File: src/sv/swept_box_collision_time_macros.svh
// Assertion helpers used by the RTL
`ifndef SWEPT_BOX_COLLISION_TIME_MACROS_SVH
`define SWEPT_BOX_COLLISION_TIME_MACROS_SVH

// same-cycle implication, reset-qualified
`define SBCT_ASSERT_IMP(lbl, clk, rst_n, a, b, msg) \
    lbl: assert property (@(posedge clk) disable iff (!rst_n) (a) |-> (b)) else $error(msg);

// next-cycle implication, reset-qualified
`define SBCT_ASSERT_NXT(lbl, clk, rst_n, a, b, msg) \
    lbl: assert property (@(posedge clk) disable iff (!rst_n) (a) |=> (b)) else $error(msg);

`endif

File: src/sv/sbct_pkg.sv
package sbct_pkg;

    localparam int CB = 16;
    localparam int TIME_W = 32;
    localparam logic [TIME_W-1:0] MAX_TIME_RST = 32'h0001_0000;
    localparam logic [TIME_W-1:0] TIME_SAT = 32'hFFFF_FFFF;

    typedef struct packed {
        logic signed [CB-1:0] a_min_x;
        logic signed [CB-1:0] a_min_y;
        logic signed [CB-1:0] a_max_x;
        logic signed [CB-1:0] a_max_y;
        logic signed [CB-1:0] b_min_x;
        logic signed [CB-1:0] b_min_y;
        logic signed [CB-1:0] b_max_x;
        logic signed [CB-1:0] b_max_y;
        logic signed [CB-1:0] a_vel_x;
        logic signed [CB-1:0] a_vel_y;
        logic signed [CB-1:0] b_vel_x;
        logic signed [CB-1:0] b_vel_y;
    } box_t;

    typedef struct packed {
        logic              hit;
        logic [TIME_W-1:0] first_time;
    } res_t;

    typedef struct packed {
        logic bad;      // separated and not closing
        logic ent_div;  // entry time comes from a divide
        logic ext_div;  // exit time comes from a divide
    } axis_ctl_t;

endpackage

File: src/sv/sbct_div_step.sv
module sbct_div_step
    import sbct_pkg::*;
#(
    parameter int DW = 32
)
(
    input  logic [CB-1:0] rem_i,
    input  logic [DW-1:0] q_i,
    input  logic [CB-1:0] dvs,
    output logic [CB-1:0] rem_o,
    output logic [DW-1:0] q_o
);

    logic [CB:0]   trial;
    logic [CB+1:0] diff;
    logic          ge;

    always_comb
    begin
        trial = {rem_i, q_i[DW-1]};
        diff  = {1'b0, trial} - {2'b00, dvs};
        ge    = !diff[CB+1];
        rem_o = ge ? diff[CB-1:0] : trial[CB-1:0];
        q_o   = {q_i[DW-2:0], ge};
    end

endmodule

File: config.mk
export PLATFORM = sky130hd
export DESIGN_NAME = sbct_div_step
export DESIGN_NICKNAME = d
export VERILOG_FILES = /design/src/sv/swept_box_collision_time_macros.svh /design/src/sv/sbct_pkg.sv /design/src/sv/sbct_div_step.sv
export SDC_FILE = /design/constraint.sdc
export NUM_CORES = 1
export LEC_CHECK = 0
export BUFFER_PORTS_ARGS = -buffer_cell sky130_fd_sc_hd__buf_4
export CORE_MARGIN = 8
export CORE_UTILIZATION = 24
export DETAILED_ROUTE_END_ITERATION = 8
export SLEW_MARGIN = 5
export SYNTH_ARGS = -nofsm -noshare
export SYNTH_HDL_FRONTEND = slang
export SYNTH_SLANG_ARGS = --single-unit
File: constraint.sdc
create_clock -name vclk -period 3.95
set_input_delay 0.79 -clock vclk [all_inputs]
set_output_delay 0.79 -clock vclk [all_outputs]
set_load 0.01 [all_outputs]
==> Flow_metrics.wiki <==
{| class="wikitable"
! Metric !! Value
|-
| CP Data Arrival Time || around 3000 ps
|-
| Final non-filler cell area || approximately 1600 um^2
|-
| Post-synth cell types || 41
|-
| Cell type contributing the most total cell area after synthesis || sky130_fd_sc_hd__buf_4
|-
| Fraction of the core area covered by cells at the end of the flow || 0.284
|-
| Post-synthesis average cell area || between 7 and 8 um^2
|-
| Req. time, crit path || around 3200 ps
|-
| Tightest Pin Transition || 316 ps
|-
| RSZ-0062 raised after global routing || false
|-
| Number of antenna violations at the first check in global routing || 0
|-
| Count of max-cap constraint violations || 0
|-
| Largest fanout on the critical path || 3
|-
| Period utilization || 0.948
|-
| Power density relative to cell area || about 190 nW/um^2
|-
| Minimum period implied by the final worst setup slack || between 3000 and 4000 ps
|-
| Global-route wire length before repair || around 5.7 mm
|-
| I/O pin cnt || about 110
|-
| Residual antenna-violating net count after detailed routing || 0
|-
| Nets || about 290
|-
| Final TNS setup || 0 ps
|-
| Final Hold Viols || 0
|-
| Placement row count || 28
|-
| Instance count of the mapped netlist || about 190
|-
| Seq. cell area || 0 um^2
|-
| Via count of the first global-routing pass || approximately 1300
|-
| Register area share after synthesis || 0
|-
| Crit-path max cell delay || approximately 420 ps
|-
| Number of nets produced by synthesis || 270
|-
| Weighted congestion reported at the end of routability-driven placement || about 0.77
|-
| Met1 Routed Length || 1.54 mm
|-
| Total setup violations reported at the end of the flow || 0
|-
| Syn. warnings || 0
|-
| DRC marker count from the first detailed-route iteration || 24
|-
| Path class of the lowest-slack min-delay path || input pin to output port
|-
| Starting Density || 0.243
|-
| CLK BUF || 0
|-
| Detail Route met3 WL || ~360 um
|-
| Share of Yosys cell area claimed by the top area cell type || 0.171
|-
| VDD IR max || ~0.000078 V
|-
| Global-route usage over all layers || 0.0759
|-
| Commonest cells after routing, fill and taps aside || sky130_fd_sc_hd__buf_4 (54), sky130_fd_sc_hd__inv_1 (20), sky130_fd_sc_hd__ha_1 (16), sky130_fd_sc_hd__nor2_1 (13), sky130_fd_sc_hd__o21ai_0 (11)
|-
| Final routed wire length divided by cell count || roughly 12 um
|-
| CP Class || input pin to output port
|-
| Result of the run || completed
|-
| Slowest CP cell || sky130_fd_sc_hd__fa_1
|-
| Number of flip-flops and latches || 0
|-
| Commonest non-fill, non-tap cell in the layout || sky130_fd_sc_hd__buf_4
|-
| Final antenna diode count || 0
|-
| Post-Syn Area || about 1400 um^2
|-
| DRC errors left || 0
|-
| Die boundary width || around 90 um
|-
| Worst Setup Start Kind || input pin
|-
| Worst slew margin relative to its limit || 0.787
|-
| Overall overflow remaining after global route || 0
|-
| Area of the die || 8550 um^2
|-
| DRT Pass-1 Iters || 4
|-
| Number of I/O port buffers || 50
|-
| Aggregate routed wire length || around 3.5 mm
|-
| Chain of cells forming the critical path || buf_4 > inv_1 > ha_1 > inv_1 > fa_1 > a211oi_1 > o21ai_0 > a31oi_2 > a21oi_1 > xor2_1 > mux2_4 > buf_4
|-
| Core area || roughly 5800 um^2
|-
| Placed instance area || 1640 um^2
|-
| Biggest area contributors in the synthesized netlist || sky130_fd_sc_hd__buf_4 (17%), sky130_fd_sc_hd__ha_1 (14%), sky130_fd_sc_hd__mux2_4 (7.5%)
|-
| Post-route worst hold slack || roughly 1600 ps
|-
| Highest clock rate || ~0.27 GHz
|-
| Die Ht || between 90 and 100 um
|-
| Total chip power || between 0.3 and 0.4 mW
|-
| Pin count of the biggest net entering global routing || 10
|-
| Max-slew violation total from the final report || 0
|-
| Highest metal layer with signal wires || met4
|-
| Share of final-layout standard cells stronger than drive strength 1 || 0.365
|-
| Detailed-route via count || between 1000 and 1500
|-
| Relative area change from synthesis to final layout || 17.1%
|-
| Kind of end point of the critical path || output port
|-
| Met2 routed WL || between 1.5 and 2 mm
|-
| Detailed-placement wirelength estimate || a little over 3 mm
|-
| Leakage power figure || between 0.8 and 0.9 nW
|-
| Number of vias per cell after detailed routing || between 4 and 5
|}
## layer usage
metal,vias up,GRT usage
met5,-,0
met3,8,0.0243
li1,666,-
met4,0,0.00805
met1,548,0.0922
met2,40,0.131
## synthesized netlist by cell type, types with 2 or more instances
library cell                n
sky130_fd_sc_hd__a21oi_1   10
sky130_fd_sc_hd__inv_1     20
sky130_fd_sc_hd__nor3_1     4
sky130_fd_sc_hd__a31oi_1    3
sky130_fd_sc_hd__and2_1     3
sky130_fd_sc_hd__a211oi_1   4
sky130_fd_sc_hd__buf_2      2
sky130_fd_sc_hd__nor2b_1    2
sky130_fd_sc_hd__nand2_1    9
sky130_fd_sc_hd__nand2b_1   2
sky130_fd_sc_hd__mux2_2     6
sky130_fd_sc_hd__o21ai_0   11
sky130_fd_sc_hd__buf_4     32
sky130_fd_sc_hd__nor2_1    13
sky130_fd_sc_hd__a21o_1     5
sky130_fd_sc_hd__nand3_1    5
sky130_fd_sc_hd__mux2i_1    4
sky130_fd_sc_hd__or3_1      2
sky130_fd_sc_hd__ha_1      16
sky130_fd_sc_hd__o21a_1     3
sky130_fd_sc_hd__mux2_4     7
sky130_fd_sc_hd__xor2_1     7
## final cells by class
type,count,area (um^2)
inverter,20,75.1
multi-input combinational,134,1070
tap,75,93.8
fill,663,4140
timing repair buffer,54,405
## final timing paths
| path | from | endpoint | slack [ps] | depth (start not counted) |
|---|---|---|---|---|
| worst max-delay path | q_i[31] | rem_o[12] | 200 | 12 |
| worst min-delay path | q_i[9] | q_o[10] | 1580 | 0 |
## what timing repair did
action                     4_1_cts  5_1_grt
setup buffers                    0        0
resized for setup                0        1
hold buffers                     0        0
setup endpoints to repair        0        2
## worst max-delay path, delay by kind of cell
kind                       cells  cell delay [ps]
AOI/OAI and AO/OA              4              820
xor gates and xnor gates       1              150
adders and majority gates      2              590
buffers and inverters          4              360
muxes                          1              250
## kinds of logic (layout without fill, tap and decap cells)
group	after synthesis	after routing	synth area share
buffers and inverters	55	74	0.243
adders and majority gates	17	17	0.157
xor gates and xnor gates	8	8	0.0500
and+or+nand+nor	45	45	0.161
muxes	17	17	0.152
AOI/OAI and AO/OA	47	47	0.237
## metrics by stage
step / instances / setup WS, ps
floorplan: 189 / 552
global route: 283 / 10.3
finish: 283 / 204
detailed placement: 283 / 66.5
global placement: 283 / 121
CTS: 283 / 66.5
## power breakdown
| group | leakage (nW) | switching [mW] | total [mW] | internal [mW] |
|---|---|---|---|---|
| clock network | 0 | 0 | 0 | 0 |
| logic | 0.849 | 0.143 | 0.307 | 0.164 |
| registers | 0 | 0 | 0 | 0 |
| total | 0.849 | 0.143 | 0.307 | 0.164 |
No activity file was read; power rests on OpenSTA's default activity.
