`src/sv/swept_box_collision_time_macros.svh`:
```
// Assertion helpers used by the RTL
`ifndef SWEPT_BOX_COLLISION_TIME_MACROS_SVH
`define SWEPT_BOX_COLLISION_TIME_MACROS_SVH

// same-cycle implication, reset-qualified
`define SBCT_ASSERT_IMP(lbl, clk, rst_n, a, b, msg) \
    lbl: assert property (@(posedge clk) disable iff (!rst_n) (a) |-> (b)) else $error(msg);

// next-cycle implication, reset-qualified
`define SBCT_ASSERT_NXT(lbl, clk, rst_n, a, b, msg) \
    lbl: assert property (@(posedge clk) disable iff (!rst_n) (a) |=> (b)) else $error(msg);

`endif

```
`src/sv/sbct_pkg.sv`:
```
package sbct_pkg;

    localparam int CB = 16;
    localparam int TIME_W = 32;
    localparam logic [TIME_W-1:0] MAX_TIME_RST = 32'h0001_0000;
    localparam logic [TIME_W-1:0] TIME_SAT = 32'hFFFF_FFFF;

    typedef struct packed {
        logic signed [CB-1:0] a_min_x;
        logic signed [CB-1:0] a_min_y;
        logic signed [CB-1:0] a_max_x;
        logic signed [CB-1:0] a_max_y;
        logic signed [CB-1:0] b_min_x;
        logic signed [CB-1:0] b_min_y;
        logic signed [CB-1:0] b_max_x;
        logic signed [CB-1:0] b_max_y;
        logic signed [CB-1:0] a_vel_x;
        logic signed [CB-1:0] a_vel_y;
        logic signed [CB-1:0] b_vel_x;
        logic signed [CB-1:0] b_vel_y;
    } box_t;

    typedef struct packed {
        logic              hit;
        logic [TIME_W-1:0] first_time;
    } res_t;

    typedef struct packed {
        logic bad;      // separated and not closing
        logic ent_div;  // entry time comes from a divide
        logic ext_div;  // exit time comes from a divide
    } axis_ctl_t;

endpackage

```
`src/sv/sbct_resolve.sv`:
```
module sbct_resolve
    import sbct_pkg::*;
#(
    parameter int DW = 32
)
(
    input  logic [3:0][DW-1:0] quo,
    input  axis_ctl_t          ctl_x,
    input  axis_ctl_t          ctl_y,
    input  logic [TIME_W-1:0]  max_time,
    output res_t               res
);

    localparam int XW = (DW > TIME_W) ? DW : TIME_W;

    logic [XW-1:0] ex;
    logic [XW-1:0] xx;
    logic [XW-1:0] ey;
    logic [XW-1:0] xy;
    logic [XW-1:0] first;
    logic [XW-1:0] last;
    logic [XW-1:0] mt;

    always_comb
    begin
        mt    = XW'(max_time);
        ex    = ctl_x.ent_div ? XW'(quo[0]) : '0;
        xx    = ctl_x.ext_div ? XW'(quo[1]) : mt;
        ey    = ctl_y.ent_div ? XW'(quo[2]) : '0;
        xy    = ctl_y.ext_div ? XW'(quo[3]) : mt;
        first = (ex > ey) ? ex : ey;
        last  = (xx < xy) ? xx : xy;
        if (ctl_x.bad || ctl_y.bad)
        begin
            res.hit        = 1'b0;
            res.first_time = TIME_SAT;
        end
        else
        begin
            res.hit        = (last > first) && (first < mt);
            res.first_time = (first > XW'(TIME_SAT)) ? TIME_SAT : first[TIME_W-1:0];
        end
    end

endmodule

```
`config.mk`:
```
export PLATFORM = sky130hd
export DESIGN_NAME = sbct_resolve
export DESIGN_NICKNAME = d
export VERILOG_FILES = /design/src/sv/swept_box_collision_time_macros.svh /design/src/sv/sbct_pkg.sv /design/src/sv/sbct_resolve.sv
export SDC_FILE = /design/constraint.sdc
export NUM_CORES = 1
export LEC_CHECK = 0
export ABC_AREA = 0
export BUFFER_PORTS_ARGS = -buffer_cell sky130_fd_sc_hd__buf_2
export CAP_MARGIN = 40
export CORE_ASPECT_RATIO = 1.4
export CORE_MARGIN = 4
export CORE_UTILIZATION = 52
export DETAILED_ROUTE_END_ITERATION = 16
export PLACE_DENSITY = 0.84
export SLEW_MARGIN = 20
export SYNTH_ARGS = -nofsm -noshare
export SYNTH_HDL_FRONTEND = slang
export SYNTH_SLANG_ARGS = --single-unit
```
`constraint.sdc`:
```
create_clock -name vclk -period 6
set_input_delay 0 -clock vclk [all_inputs]
set_output_delay 0 -clock vclk [all_outputs]
set_load 0.005 [all_outputs]
```
==> qor.yml, run 1 <==
status:
  status: "completed"
die:
  floorplan.die.height_um: 125
  design.core.area_um2: 9510
  die-area_um2: 11500
  floorplan.initialDensity_pct: 53.8
  die_w_um: 91.8
  placement_rows: 42
  io_pins: 199
global_route:
  grt_max_degree: 35
  total_track_usage_pct: 27.1
  grt_first_pass_wirelength_um: 26200
  antenna_violations_before_repair: 1
  globalRouteOverflowTotal: 0
  first_global_vias: 5944
cells_and_area:
  num-nets-final: 1252
  layout-drive-gt1-share_pct: 23.2
  clockBufferCount: 0
  nFlopsAndLatches: 0
  multi_input_area_um2: 4780
  finalNonFillerCells: 1094
  nFillCells: 928
  seq_area_um2: 0
  finish.utilization_pct: 65.9
  areaGrowthSynthToFinish_pct: 22.6
job:
  drv_cap: 0
synthesis:
  syn_nets: 1074
  synth.most_common_cell: "nand2_1"
  netlist-cell-type-count: 52
  synth_cells: 785
  synthTopCellsByCount: "nand2_1, ha_1, a21oi_1, inv_1, nor2_1"
  synthesis.yosys.warnings: 0
  postSynthAreaPerCell_um2: 6.52
  netlist_top_cells_area: "ha_1, nand2_1, mux2i_1"
  post-synth-top-area-cell: "ha_1"
  synthesis.area_um2: 5110
  synth_top_area_share_pct: 30.1
  sequential_fraction_of_the_synthesis_area_pct: 0
timing:
  tightestPinTransition_ps: 657
  timing_hold_violations_final: 0
  layout_min_cycle_time_ps: 5540
  timing.max_slew.rel_slack_pct: 55.8
  clock.fmax_mhz: 180
  timing.final.max_slew_violations: 0
  finalHoldWorstSlack_ps: 355
  finalSetupViolCount: 0
  fin_tns_setup_ps: 0
  min_period_over_period_pct: 92.4
place:
  placer_congestion: 0.932
  number_of_cells_in_the_design_after_placement: 1092
  io_buffers: 199
  place.detailed.hpwl_um: 14400
setup_path:
  crit_path_max_incr_delay_ps: 670
  timing.critical_path.cells: "buf_2 > nand2_1 > ha_1 > nand2_1 > nor4_2 > o21ai_1 > o21ai_1 > a21oi_1 > a41oi_4 > buf_4 > nor2_1 > a21oi_1 > ha_1 > a21o_1 > a21o_1 > a21oi_1 > o211a_1 > o21ai_0 > or4b_2 > o22a_1 > o22ai_1 > nor4_1 > buf_2"
  crit_arrival_ps: 5540
  critical_path_peak_fanout: 33
  cpMostUsedCell: "a21oi_1"
  setup.worst_path.end_class: "output pin"
  critPathLaunchType: "input pin"
  cp-startpoint: "ctl_y[1]"
  kind_of_critical_path: "input pin to output pin"
  cpMaxStageDelayCell: "or4b_2"
  worst_path_required_ps: 6000
drt:
  vias_per_cell: 5.60
  wl_per_cell_um: 15.2
  detailroute.via_count: 6123
  drc: 0
  drt_first_iter_violations: 274
  detail_route.wirelength_um: 16700
  number_of_search_and_repair_iterations_in_the_first_detailed_routing_pass: 6
  ant_nets: 0
worst_hold_path:
  hold_path_startpoint: "ctl_x[2]"
  timing.hold.worst.class: "input pin to output pin"
power_and_ir_drop:
  p_per_cell_area_nw_per_um2: 111
  cellLeakagePower_uw: 0.00359
  power.ir.vdd_worst_v: 0.0000659
clock_network:
  post-cts-setup-buffer-count: 0
  cts_hold_buf: 0
  cts_resized: 0
==> where the power goes <==
part	switching, uW	internal (uW)
Sequential	0	0
Combinational	393	302
Clock	0	0.0000223
Total	393	302
==> final timing paths <==
path,end,cells after the start
max,res[32],23
min,res[0],3
==> cell families (layout without fill, tap and decap cells) <==
kind of cell               Yosys count  after routing  synth area share [%]
other                                0              1                     0
AOI/OAI and AO/OA                  176            177                  21.5
buffers and inverters               97            272                  7.27
muxes                               38             38                  7.51
xor gates and xnor gates             2              2                 0.343
and+or+nand+nor                    349            349                  33.3
adders and majority gates          123            123                  30.1
==> routing by layer <==
| metal | track usage, % | part of all wire, % | wire length [um] |
|---|---|---|---|
| met3 | 2.10 | 6.2 | 1040 |
| met1 | 30.1 | 38 | 6330 |
| met2 | 52.2 | 52 | 8620 |
| met5 | 0 | 0 | 0 |
| met4 | 10.5 | 4.1 | 686 |
==> placed cells by master, fill, tap and decap left out, types with 2 or more instances in the layout <==
cell type	instances
a31o_2	3
o21ai_1	2
nor3_1	6
nand2b_1	33
a211oi_1	6
and3_1	4
o31ai_1	2
xnor2_1	2
mux2i_1	35
nor4_1	3
a21oi_1	68
and2_1	31
buf_4	7
nand2_1	150
o21ai_0	20
nand4_1	16
a31oi_1	31
mux2_2	3
nand3_1	12
o311a_1	2
o21bai_1	3
nor2b_1	35
and4_1	5
nor2_1	46
buf_2	199
a21o_1	21
ha_1	123
a221oi_1	2
inv_1	64
nor4_2	2
==> worst max-delay path: cells and delay by family <==
kind,cells,cell delay (ps)
adder cells (fa/ha/maj),2,640
buffers and inverters,3,820
AND/OR/NAND/NOR,6,1670
AO/OA/AOI/OAI,12,2390
==> through the flow <==
step | area, um^2 | setup WS, ps | power (uW)
after floorplan | 5110 | 1020 | 463
after global placement | 6240 | 637 | 665
after detailed placement | 6250 | 565 | 680
after CTS | 6250 | 550 | 684
after global routing | 6270 | -27.9 | 784
final | 6270 | 457 | 694
==> area by class of cell <==
class,instances,area share [%]
Multi-Input combinational cell,689,76.2
Timing Repair Buffer,208,17.3
Inverter,64,3.83
Tap cell,132,2.63
Antenna cell,1,0.0399
Note: power is estimated with default switching activity, not from simulation.
==> run 2: changes to the inputs <==
==> constraint.sdc (replaced) <==
create_clock -name vclk -period 6
set_input_delay 0 -clock vclk [all_inputs]
set_output_delay 0 -clock vclk [all_outputs]
set_load 0.05 [all_outputs]
==> run 2 against run 1 <==
  * Global-route usage increased by 0.17 points
  * Routed wire length decreased by 0.44%
  * Core utilization decreased by 0.14 points
  * Flip-flop and latch count unchanged
  * Cell area decreased by 0.22%
  * Clock-buffer cell count unchanged
  * Final cell count decreased by 0.27%
  * Die area unchanged
  * Largest power group unchanged
==> qor.yml, run 2 (synthesized netlist as in run 1, its figures left out) <==
status:
  status: "completed"
timing:
  min_period_over_period_pct: 90.5  # -1.8 points
  finalSetupViolCount: 0  # unchanged
  fin_tns_setup_ps: 0  # unchanged
  timing.final.max_slew_violations: 0  # unchanged
  rsz_0062_raised_after_global_routing: "no"
  timing_hold_violations_final: 0  # unchanged
  clock.fmax_mhz: 184  # +2.0%
  timing.max_slew.rel_slack_pct: 60.9  # +5.1 points
  tightestPinTransition_ps: 581  # -76.1 ps
  layout_min_cycle_time_ps: 5430  # -110 ps
cells_and_area:
  final_common_cell: "buf_2"
  layout-drive-gt1-share_pct: 23.0  # -0.16 points
  num-nets-final: 1250  # -0.16%
  antenna_cells_inserted: 0  # -1
  finalNonFillerCells: 1091  # -0.27%
  seq_area_um2: 0  # unchanged
  mostFrequentLayoutCells: "buf_2, nand2_1, ha_1"
  clockBufferCount: 0  # unchanged
  areaGrowthSynthToFinish_pct: 22.4
  nFlopsAndLatches: 0  # unchanged
power_and_ir_drop:
  power.ir.vdd_worst_v: 0.0000789  # +20%
  p_per_cell_area_nw_per_um2: 118  # +6.7%
  cellLeakagePower_uw: 0.00359  # about the same
global_route:
  antenna_violations_before_repair: 0  # -1
  grt_first_pass_wirelength_um: 26500  # +1.3%
  grt_max_degree: 39  # +11%
  use_met2_pct: 53.2  # +0.95 points
  first_global_vias: 6092  # +2.5%
  global_route.usage.met3_pct: 1.92  # -0.18 points
  busiest_layer: "met2"
  globalRouteOverflowTotal: 0  # unchanged
  total_track_usage_pct: 27.3  # +0.17 points
  use_met1_pct: 29.4  # -0.76 points
place:
  place.detailed.hpwl_um: 14500  # +0.47%
  number_of_cells_in_the_design_after_placement: 1091  # -0.092%
  placer_congestion: 0.961  # +3.1%
  io_buffers: 199  # unchanged
setup_path:
  critical_path_peak_fanout: 29  # -12%
  crit_path_max_incr_delay_ps: 640  # -30 ps
  worst_path_required_ps: 6000  # about the same
  timing.critical_path.cells: "buf_2 > nand2_1 > ha_1 > nand4_2 > nor4_2 > nand3_1 > nand3_1 > a21oi_1 > a41oi_4 > buf_4 > nor2_1 > a21oi_1 > ha_1 > and4_1 > a221o_1 > nand2_1 > o21ai_0 > or4b_2 > o22a_1 > o22ai_1 > nor4_1 > buf_2"
  critPathLaunchType: "input pin"
  kind_of_critical_path: "input pin to output pin"
  crit_arrival_ps: 5430  # -110 ps
  cpMaxStageDelayCell: "or4b_2"
  setup.worst_path.end_class: "output pin"
drt:
  vias_per_cell: 5.63  # +0.60%
  ant_nets: 0  # unchanged
  number_of_search_and_repair_iterations_in_the_first_detailed_routing_pass: 5  # -1
  detailroute.via_count: 6143  # +0.33%
  detail_route.wirelength_um: 16600  # -0.44%
  drt_first_iter_violations: 287  # +4.7%
  wl_per_cell_um: 15.2  # -0.16%
  drc: 0  # unchanged
die:
  floorplan.initialDensity_pct: 53.8  # unchanged
  io_pins: 199  # unchanged
  design.core.area_um2: 9510  # unchanged
  die-area_um2: 11500  # unchanged
  placement_rows: 42  # unchanged
  floorplan.die.height_um: 125  # unchanged
  die_w_um: 91.8  # unchanged
clock_network:
  cts_resized: 0  # unchanged
  cts_hold_buf: 0  # unchanged
  post-cts-setup-buffer-count: 0  # unchanged
worst_hold_path:
  timing.hold.worst.class: "input pin to output pin"
job:
  drv_cap: 0  # unchanged
[run 2: worst max-delay path, delay by kind of cell]
kind                     cells  cell delay, ps
buffers and inverters        3             930
AO/OA/AOI/OAI                7            1610
AND/OR/NAND/NOR             10            2200
adder cells (fa/ha/maj)      2             700
[run 2: worst paths after layout]
check	slack, ps	cells past startpoint	endpoint	startpoint
worst max-delay path	570	22	res[32]	ctl_y[1]
worst min-delay path	490	3	res[0]	ctl_y[2]
[run 2: metrics by stage]
| step | worst slack [ps] | total power (uW) | util, % | hold slack, ps | area (um^2) |
|---|---|---|---|---|---|
| 2_1_floorplan | 395 | 518 | - | 354 | 5110 |
| 3_3_place_gp | 734 | 714 | 65.6 | 474 | 6240 |
| 3_5_place_dp | 631 | 730 | 65.8 | 483 | 6260 |
| 4_1_cts | 616 | 734 | 65.8 | 483 | 6260 |
| 5_1_grt | 214 | 830 | 65.8 | 517 | 6260 |
| 6_report | 567 | 739 | 65.8 | 488 | 6260 |
[run 2: layer usage]
metal	up-vias	part of all wire (%)
met3	48	5.8
met4	0	4.8
li1	3120	-
met2	244	51
met5	-	0
met1	2731	38
[run 2: cell type report]
class | instances | area [um^2]
Fill cell | 930 | 3250
Inverter | 64 | 240
Multi-Input combinational cell | 688 | 4760
Tap cell | 132 | 165
Timing Repair Buffer | 207 | 1090
[run 2: report_power, final]
part	leakage, uW	switching (uW)	total [uW]	internal (uW)
clock	0	0	0	0
combinational	0.00359	440	739	299
sequential	0	0	0	0
