[src/sv/swept_box_collision_time_macros.svh]
// Assertion helpers used by the RTL
`ifndef SWEPT_BOX_COLLISION_TIME_MACROS_SVH
`define SWEPT_BOX_COLLISION_TIME_MACROS_SVH

// same-cycle implication, reset-qualified
`define SBCT_ASSERT_IMP(lbl, clk, rst_n, a, b, msg) \
    lbl: assert property (@(posedge clk) disable iff (!rst_n) (a) |-> (b)) else $error(msg);

// next-cycle implication, reset-qualified
`define SBCT_ASSERT_NXT(lbl, clk, rst_n, a, b, msg) \
    lbl: assert property (@(posedge clk) disable iff (!rst_n) (a) |=> (b)) else $error(msg);

`endif

[src/sv/sbct_pkg.sv]
package sbct_pkg;

    localparam int CB = 16;
    localparam int TIME_W = 32;
    localparam logic [TIME_W-1:0] MAX_TIME_RST = 32'h0001_0000;
    localparam logic [TIME_W-1:0] TIME_SAT = 32'hFFFF_FFFF;

    typedef struct packed {
        logic signed [CB-1:0] a_min_x;
        logic signed [CB-1:0] a_min_y;
        logic signed [CB-1:0] a_max_x;
        logic signed [CB-1:0] a_max_y;
        logic signed [CB-1:0] b_min_x;
        logic signed [CB-1:0] b_min_y;
        logic signed [CB-1:0] b_max_x;
        logic signed [CB-1:0] b_max_y;
        logic signed [CB-1:0] a_vel_x;
        logic signed [CB-1:0] a_vel_y;
        logic signed [CB-1:0] b_vel_x;
        logic signed [CB-1:0] b_vel_y;
    } box_t;

    typedef struct packed {
        logic              hit;
        logic [TIME_W-1:0] first_time;
    } res_t;

    typedef struct packed {
        logic bad;      // separated and not closing
        logic ent_div;  // entry time comes from a divide
        logic ext_div;  // exit time comes from a divide
    } axis_ctl_t;

endpackage

[src/sv/sbct_axis.sv]
module sbct_axis
    import sbct_pkg::*;
(
    input  logic signed [CB-1:0] amin,
    input  logic signed [CB-1:0] amax,
    input  logic signed [CB-1:0] bmin,
    input  logic signed [CB-1:0] bmax,
    input  logic signed [CB-1:0] va,
    input  logic signed [CB-1:0] vb,
    output axis_ctl_t            ctl,
    output logic [CB-1:0]        ent_gap,
    output logic [CB-1:0]        ext_gap,
    output logic [CB-1:0]        spd
);

    logic signed [CB:0] rv;
    logic signed [CB:0] rv_abs;
    logic signed [CB:0] gap_b;
    logic signed [CB:0] gap_a;
    logic signed [CB:0] gap_xp;
    logic signed [CB:0] gap_xn;
    logic               pos;
    logic               neg;
    logic               b_sep;
    logic               a_sep;

    always_comb
    begin
        rv     = {va[CB-1], va} - {vb[CB-1], vb};
        pos    = !rv[CB] && (rv != '0);
        neg    = rv[CB];
        rv_abs = neg ? -rv : rv;
        spd    = rv_abs[CB-1:0];
        b_sep  = bmin > amax;
        a_sep  = amin > bmax;
        gap_b  = {bmin[CB-1], bmin} - {amax[CB-1], amax};
        gap_a  = {amin[CB-1], amin} - {bmax[CB-1], bmax};
        gap_xp = {bmax[CB-1], bmax} - {amin[CB-1], amin};
        gap_xn = {amax[CB-1], amax} - {bmin[CB-1], bmin};
        ent_gap = b_sep ? gap_b[CB-1:0] : gap_a[CB-1:0];
        ext_gap = pos ? gap_xp[CB-1:0] : gap_xn[CB-1:0];
        ctl.bad     = (b_sep && !pos) || (!b_sep && a_sep && !neg);
        ctl.ent_div = b_sep || a_sep;
        ctl.ext_div = (pos && (bmax > amin)) || (neg && (amax > bmin));
    end

endmodule

[config.mk]
export PLATFORM = sky130hd
export DESIGN_NAME = sbct_axis
export DESIGN_NICKNAME = d
export VERILOG_FILES = /design/src/sv/swept_box_collision_time_macros.svh /design/src/sv/sbct_pkg.sv /design/src/sv/sbct_axis.sv
export SDC_FILE = /design/constraint.sdc
export NUM_CORES = 1
export LEC_CHECK = 0
export BUFFER_PORTS_ARGS = -buffer_cell sky130_fd_sc_hd__buf_2
export CORE_ASPECT_RATIO = 1.75
export CORE_MARGIN = 2
export CORE_UTILIZATION = 35
export DETAILED_ROUTE_END_ITERATION = 7
export PLACE_DENSITY_LB_ADDON = 0.05
export SLEW_MARGIN = 20
export SYNTH_ARGS = -nofsm -noshare
export SYNTH_HDL_FRONTEND = slang
export SYNTH_SLANG_ARGS = --single-unit
[constraint.sdc]
create_clock -name vclk -period 6.1
set_clock_uncertainty 0.05 [all_clocks]
set_input_delay 0.915 -clock vclk [all_inputs]
set_output_delay 0.915 -clock vclk [all_outputs]
set_load 0.02 [all_outputs]
==> results of run 1 <==
==> how the worst max path moves through the flow <==
stage | start | endpoint
after global routing | va[0] | ext_gap[13]
after detailed placement | va[0] | ext_gap[3]
after floorplan | va[0] | ext_gap[10]
after global placement | va[0] | ext_gap[3]
after CTS | va[0] | ext_gap[3]
final | va[0] | ext_gap[3]
==> cell usage after synthesis, types with 3 or more instances <==
cell	count	share of area, %
a211oi_1	9	1.4
a21boi_0	3	0.47
a21o_1	33	5.2
a21oi_1	52	5.5
a221o_1	4	0.84
a31oi_1	17	2.2
a41oi_1	4	0.74
and2_1	5	0.66
and3_1	7	0.92
clkbuf_1	23	1.8
fa_1	5	2.1
ha_1	82	22
inv_1	98	7.7
mux2i_1	19	4.0
nand2_1	36	2.8
nand2b_1	10	1.3
nand3_1	8	0.84
nand4_1	7	0.92
nor2_1	48	3.8
nor2b_1	15	2.0
nor3_1	9	0.95
nor3b_1	4	0.63
nor4_1	4	0.53
o211ai_1	6	0.95
o21a_1	9	1.4
o21ai_0	46	4.8
o21ai_1	3	0.32
o21bai_1	3	0.47
o31a_1	3	0.55
o31ai_1	3	0.47
or3_1	4	0.53
xnor2_1	37	6.8
xor2_1	29	5.3
==> through the flow <==
step | instance area, µm² | std cells | utilization (%) | worst slack, ns | total power, mW
final | 5620 | 985 | 42.0 | 0.941 | 0.861
after global routing | 5620 | 985 | 42.0 | 0.766 | 0.938
after CTS | 5620 | 985 | 42.0 | 0.939 | 0.865
after detailed placement | 5620 | 985 | 42.0 | 0.962 | 0.860
after global placement | 5620 | 985 | 42.0 | 1.01 | 0.857
after floorplan | 4760 | 688 | - | 1.28 | 0.599
==> cell families (layout without fill, tap and decap cells) <==
kind of cell,count (synthesis),after routing,share of synthesized area (%)
xor gates and xnor gates,66,66,12.1
muxes,23,23,5.10
buffers and inverters,126,249,10.5
AOI/OAI and AO/OA,217,217,30.4
adders and majority gates,87,87,23.6
and+or+nand+nor,169,169,18.3
==> layer usage <==
metal / part of all wire (%) / global-route usage [%] / vias to the layer above / routed length, µm
met5: 0 / 0 / - / 0
met4: 1.8 / 3.70 / 0 / 293
met3: 4.2 / 1.51 / 18 / 668
met2: 58 / 46.8 / 135 / 9240
met1: 36 / 20.3 / 2437 / 5700
li1: - / - / 2652 / -
==> worst min-delay path, stage by stage <==
cell     delay, ns
buf_2         0.09
ha_1          0.17
mux2i_1       0.07
buf_2         0.15
==> power by group <==
part | total, mW | leakage, nW | switching [mW] | internal, mW
Sequential | 0 | 0 | 0 | 0
Clock | 0 | 0 | 0 | 0
Combinational | 0.861 | 3.07 | 0.532 | 0.329
Total | 0.861 | 3.07 | 0.532 | 0.329
==> layout make-up <==
cell class	instances	share of cell area, %
well taps	174	3.88
repair buffers	151	13.6
multi-input cells	562	75.9
inverters	98	6.55
==> impl_metrics.env, run 1 <==
export IMPL_syn_area_um2=4760
export IMPL_mostFrequentLayoutCell="buf_2"
export IMPL_cpMostUsedCell="buf_2"
export IMPL_cap_violations=0
export IMPL_hold_path_cell_count=4
export IMPL_cp_top_family="simple AND/OR/NAND/NOR gates"
export IMPL_cts_hold_buf=0
export IMPL_seq_area_um2=0
export IMPL_worstPathMaxFanout=18
export IMPL_hold_end="ext_gap[0]"
export IMPL_tightest_slew_ns=0.630
export IMPL_ios=147
export IMPL_areaGrowthSynthToFinish_pct=17.9
export IMPL_critPathKind="in -> out"
export IMPL_syn_inst=688
export IMPL_postCtsSetupRepairBufs=0
export IMPL_dr_total_vias=5242
export IMPL_die_y_um=158
export IMPL_startpoint_type="input port"
export IMPL_grt_pass1_wl_um=25100
export IMPL_hold_start="bmin[0]"
export IMPL_setup_tns_ns=0
export IMPL_dp_hpwl_um=14000
export IMPL_antenna_found_initial=0
export IMPL_crit_chain="buf_2 -> inv_1 -> ha_1 -> fa_1 -> nor2b_1 -> o2111ai_2 -> nand2_2 -> xor2_1 -> or4_4 -> nor4b_4 -> a41oi_2 -> buf_4 -> mux2_4 -> buf_2"
export IMPL_grt_max_degree=22
export IMPL_detail_route_antenna_nets=0
export IMPL_core_um2=13400
export IMPL_track_usage_pct=21.0
export IMPL_synth_distinct_cells=67
export IMPL_finalMaxSlewViolations=0
export IMPL_cpPeakStageDelay_ns=0.58
export IMPL_seq_cell_count=0
export IMPL_path_depth=14
export IMPL_gr_total_overflow=0
export IMPL_synth_seq_area_share_pct=0
export IMPL_final_cell_mix="147 x buf_2, 98 x inv_1, 82 x ha_1"
export IMPL_powerDensity_nw_per_um2=153
export IMPL_cts_resized=0
export IMPL_slew_headroom_pct=57.5
export IMPL_rows=56
export IMPL_numPortBuffers=147
export IMPL_finalCriticalPeriod_ns=5.16
export IMPL_avgSynthCellArea_um2=6.92
export IMPL_setup_viol=0
export IMPL_drt_initial_drc_count=148
export IMPL_run_status="complete, no violations"
export IMPL_crit_required_ns=5.13
export IMPL_antenna_cells=0
export IMPL_hold_worst_slack_ns=2.26
export IMPL_chipWidth_um=92.2
export IMPL_start_util_pct=35.6
export IMPL_ir_drop_uv=89.5
export IMPL_grt_pass1_vias=5316
export IMPL_period_share_pct=84.6
export IMPL_max_freq_ghz=0.194
export IMPL_dieArea_um2=14600
export IMPL_clkbuf_count=0
export IMPL_routed_wl_um=15900
export IMPL_crit_arrival_ns=4.19
export IMPL_p_leak_nw=3.07
export IMPL_synth_nets=871
export IMPL_hold_violations=0
export IMPL_finalNetCount=996
export IMPL_rsz0062_at_grt="false"
export IMPL_layout_drive_gt1_share_pct=21.0
export IMPL_multi_input_area_um2=4260
export IMPL_remaining_drc_errors=0
export IMPL_vias_per_cell=5.32
export IMPL_drt_pass1_iterations=4
export IMPL_crit_path_end_kind="output pin"
export IMPL_post_drt_wl_per_cell_um=16.1
export IMPL_gp_congestion=0.912
export IMPL_yosys_warnings=0
export IMPL_worst_path_max_delay_cell="or4_4"
export IMPL_worstHoldPathType="in -> out"
export IMPL_fill_cells=1475
export IMPL_cp_buffers_inverters=4
Note: power is estimated with default switching activity, not from simulation.
==> run 2, diff against run 1 <==
- clock period: 6.1 -> 4.31 ns (I/O delays scaled with it)
==> run 2 against run 1 <==
  * Non-clock buffer count up 42
  * Power up 55%
  * First-iteration DRC count up 20%
  * Sequential share of layout area unchanged
  * Routed wire length up 4.2%
  * Critical endpoint unchanged
  * Design area up 8.2%
  * Global-route usage up 0.97 points
  * Setup slack worse by 0.93 ns
  * Largest cell class unchanged
  * Die area unchanged
  * Critical path depth up 2
  * Combinational power up 56%
  * Final cell count up 4.3%
==> impl_metrics.env, run 2 (same netlist as run 1, synthesis figures left out) <==
export IMPL_track_usage_pct=22.0
export IMPL_fill_cells=1467
export IMPL_grt_max_degree=22
export IMPL_dp_hpwl_um=14400
export IMPL_seq_area_um2=0
export IMPL_design_area_um2=6080
export IMPL_ios=147
export IMPL_die_y_um=158
export IMPL_cts_hold_buf=0
export IMPL_run_status="complete, no violations"
export IMPL_p_sw_uw=780
export IMPL_gp_congestion=0.987
export IMPL_detail_route_antenna_nets=0
export IMPL_clkbuf_count=0
export IMPL_final_cell_mix="129 x buf_2, 97 x inv_1, 81 x ha_1"
export IMPL_routed_wl_met3_um=712
export IMPL_hold_violations=0
export IMPL_post_drt_wl_per_cell_um=16.1
export IMPL_power_total_mw=1.34
export IMPL_critPathKind="in -> out"
export IMPL_slew_headroom_pct=53.5
export IMPL_tightest_slew_ns=0.692
export IMPL_ir_drop_uv=147
export IMPL_areaGrowthSynthToFinish_pct=27.6
export IMPL_p_comb_share_pct=100.0
export IMPL_final_util_pct=45.4
export IMPL_drt_initial_drc_count=178
export IMPL_rsz0062_at_grt="true"
export IMPL_pwr_share_seq_pct=0
export IMPL_power_share_clock_pct=0
export IMPL_routed_wl_um=16600
export IMPL_finalNetCount=1038
export IMPL_cpPeakStageDelay_ns=0.36
export IMPL_antenna_cells=0
export IMPL_max_freq_ghz=0.232
export IMPL_crit_path_end_kind="output pin"
export IMPL_vias_per_cell=5.36
export IMPL_worstHoldPathType="in -> out"
export IMPL_cpMostUsedCell="buf_6"
export IMPL_period_share_pct=99.8
export IMPL_grt_pass1_vias=5405
export IMPL_seq_cell_count=0
export IMPL_crit_arrival_ns=3.60
export IMPL_worst_path_max_delay_cell="fa_2"
export IMPL_core_um2=13400
export IMPL_layout_drive_gt1_share_pct=25.9
export IMPL_powerDensity_nw_per_um2=220
export IMPL_finalCriticalPeriod_ns=4.30
export IMPL_startpoint_type="input port"
export IMPL_finalMaxSlewViolations=0
export IMPL_swShare_pct=58.4
export IMPL_dpl_cell_area_um2=5880
export IMPL_cap_violations=0
export IMPL_worstPathMaxFanout=7
export IMPL_dieArea_um2=14600
export IMPL_drt_pass1_iterations=5
export IMPL_routed_top_layer="met4"
export IMPL_numPortBuffers=147
export IMPL_antenna_found_initial=0
export IMPL_drt_met1_wl_um=5940
export IMPL_remaining_drc_errors=0
export IMPL_crit_chain="buf_8 -> inv_4 -> ha_4 -> fa_2 -> nor2b_4 -> o2111ai_2 -> buf_4 -> a211o_1 -> a21oi_2 -> nand2_2 -> a2111oi_4 -> a41oi_2 -> buf_6 -> buf_12 -> mux2_4 -> buf_6"
export IMPL_dr_total_vias=5505
export IMPL_p_leak_nw=3.32
export IMPL_mostFrequentLayoutCell="buf_2"
export IMPL_grt_pass1_wl_um=26200
export IMPL_setup_viol=0
export IMPL_chipWidth_um=92.2
export IMPL_met2_length_um=9530
export IMPL_start_util_pct=35.6
export IMPL_rows=56
export IMPL_gr_total_overflow=0
export IMPL_setup_tns_ns=0
export IMPL_crit_required_ns=3.61
export IMPL_power_internal_uw=557
## run 2: repair_timing
action / CTS / global route
cloned: 1 / 0
gates resized for setup: 29 / 8
buffers inserted: 5 / 2
pin swaps: 9 / 11
setup endpoints to repair: 18 / 24
hold endpoints to repair: 0 / 0
## run 2: worst paths after layout
kind | to | from | slack, ns | depth (start not counted)
worst max-delay path | ext_gap[3] | va[0] | 0.009 | 16
worst min-delay path | ext_gap[0] | bmin[0] | 1.73 | 4
## run 2: cell type report
| cell class | instances | area, µm² | share of cell area (%) |
|---|---|---|---|
| Inverter | 98 | 370 | 6.09 |
| Multi-Input combinational cell | 562 | 4310 | 70.8 |
| Tap cell | 174 | 218 | 3.58 |
| Timing Repair Buffer | 193 | 1180 | 19.5 |
## run 2: metal layers
metal,GRT usage (%),vias up
met5,0,-
met4,4.69,0
met3,1.51,20
met2,47.2,184
met1,22.3,2563
li1,-,2738
## run 2: per-stage QoR
stage	setup WS (ns)	std cells	hold WS, ns
final	0.00862	1027	1.73
after global routing	-0.0885	1027	1.78
after CTS	-0.130	1025	1.73
after detailed placement	-0.231	1019	1.73
after global placement	-0.160	1019	1.73
after floorplan	0.0270	688	1.49
## run 2: worst max-delay path: cells and delay by family
family	cells	cell delay, ns
mux	1	0.30
fa+ha+maj	2	0.51
simple gates	2	0.26
buf+inv	6	0.71
compound gates	5	1.16
## run 2: power groups by stage
stage	Sequential [mW]	Clock, mW	Combinational [mW]
floorplan	0	0	0.847
global placement	0	0	1.27
detailed placement	0	0	1.27
CTS	0	0	1.33
global route	0	0	1.45
finish	0	0	1.34
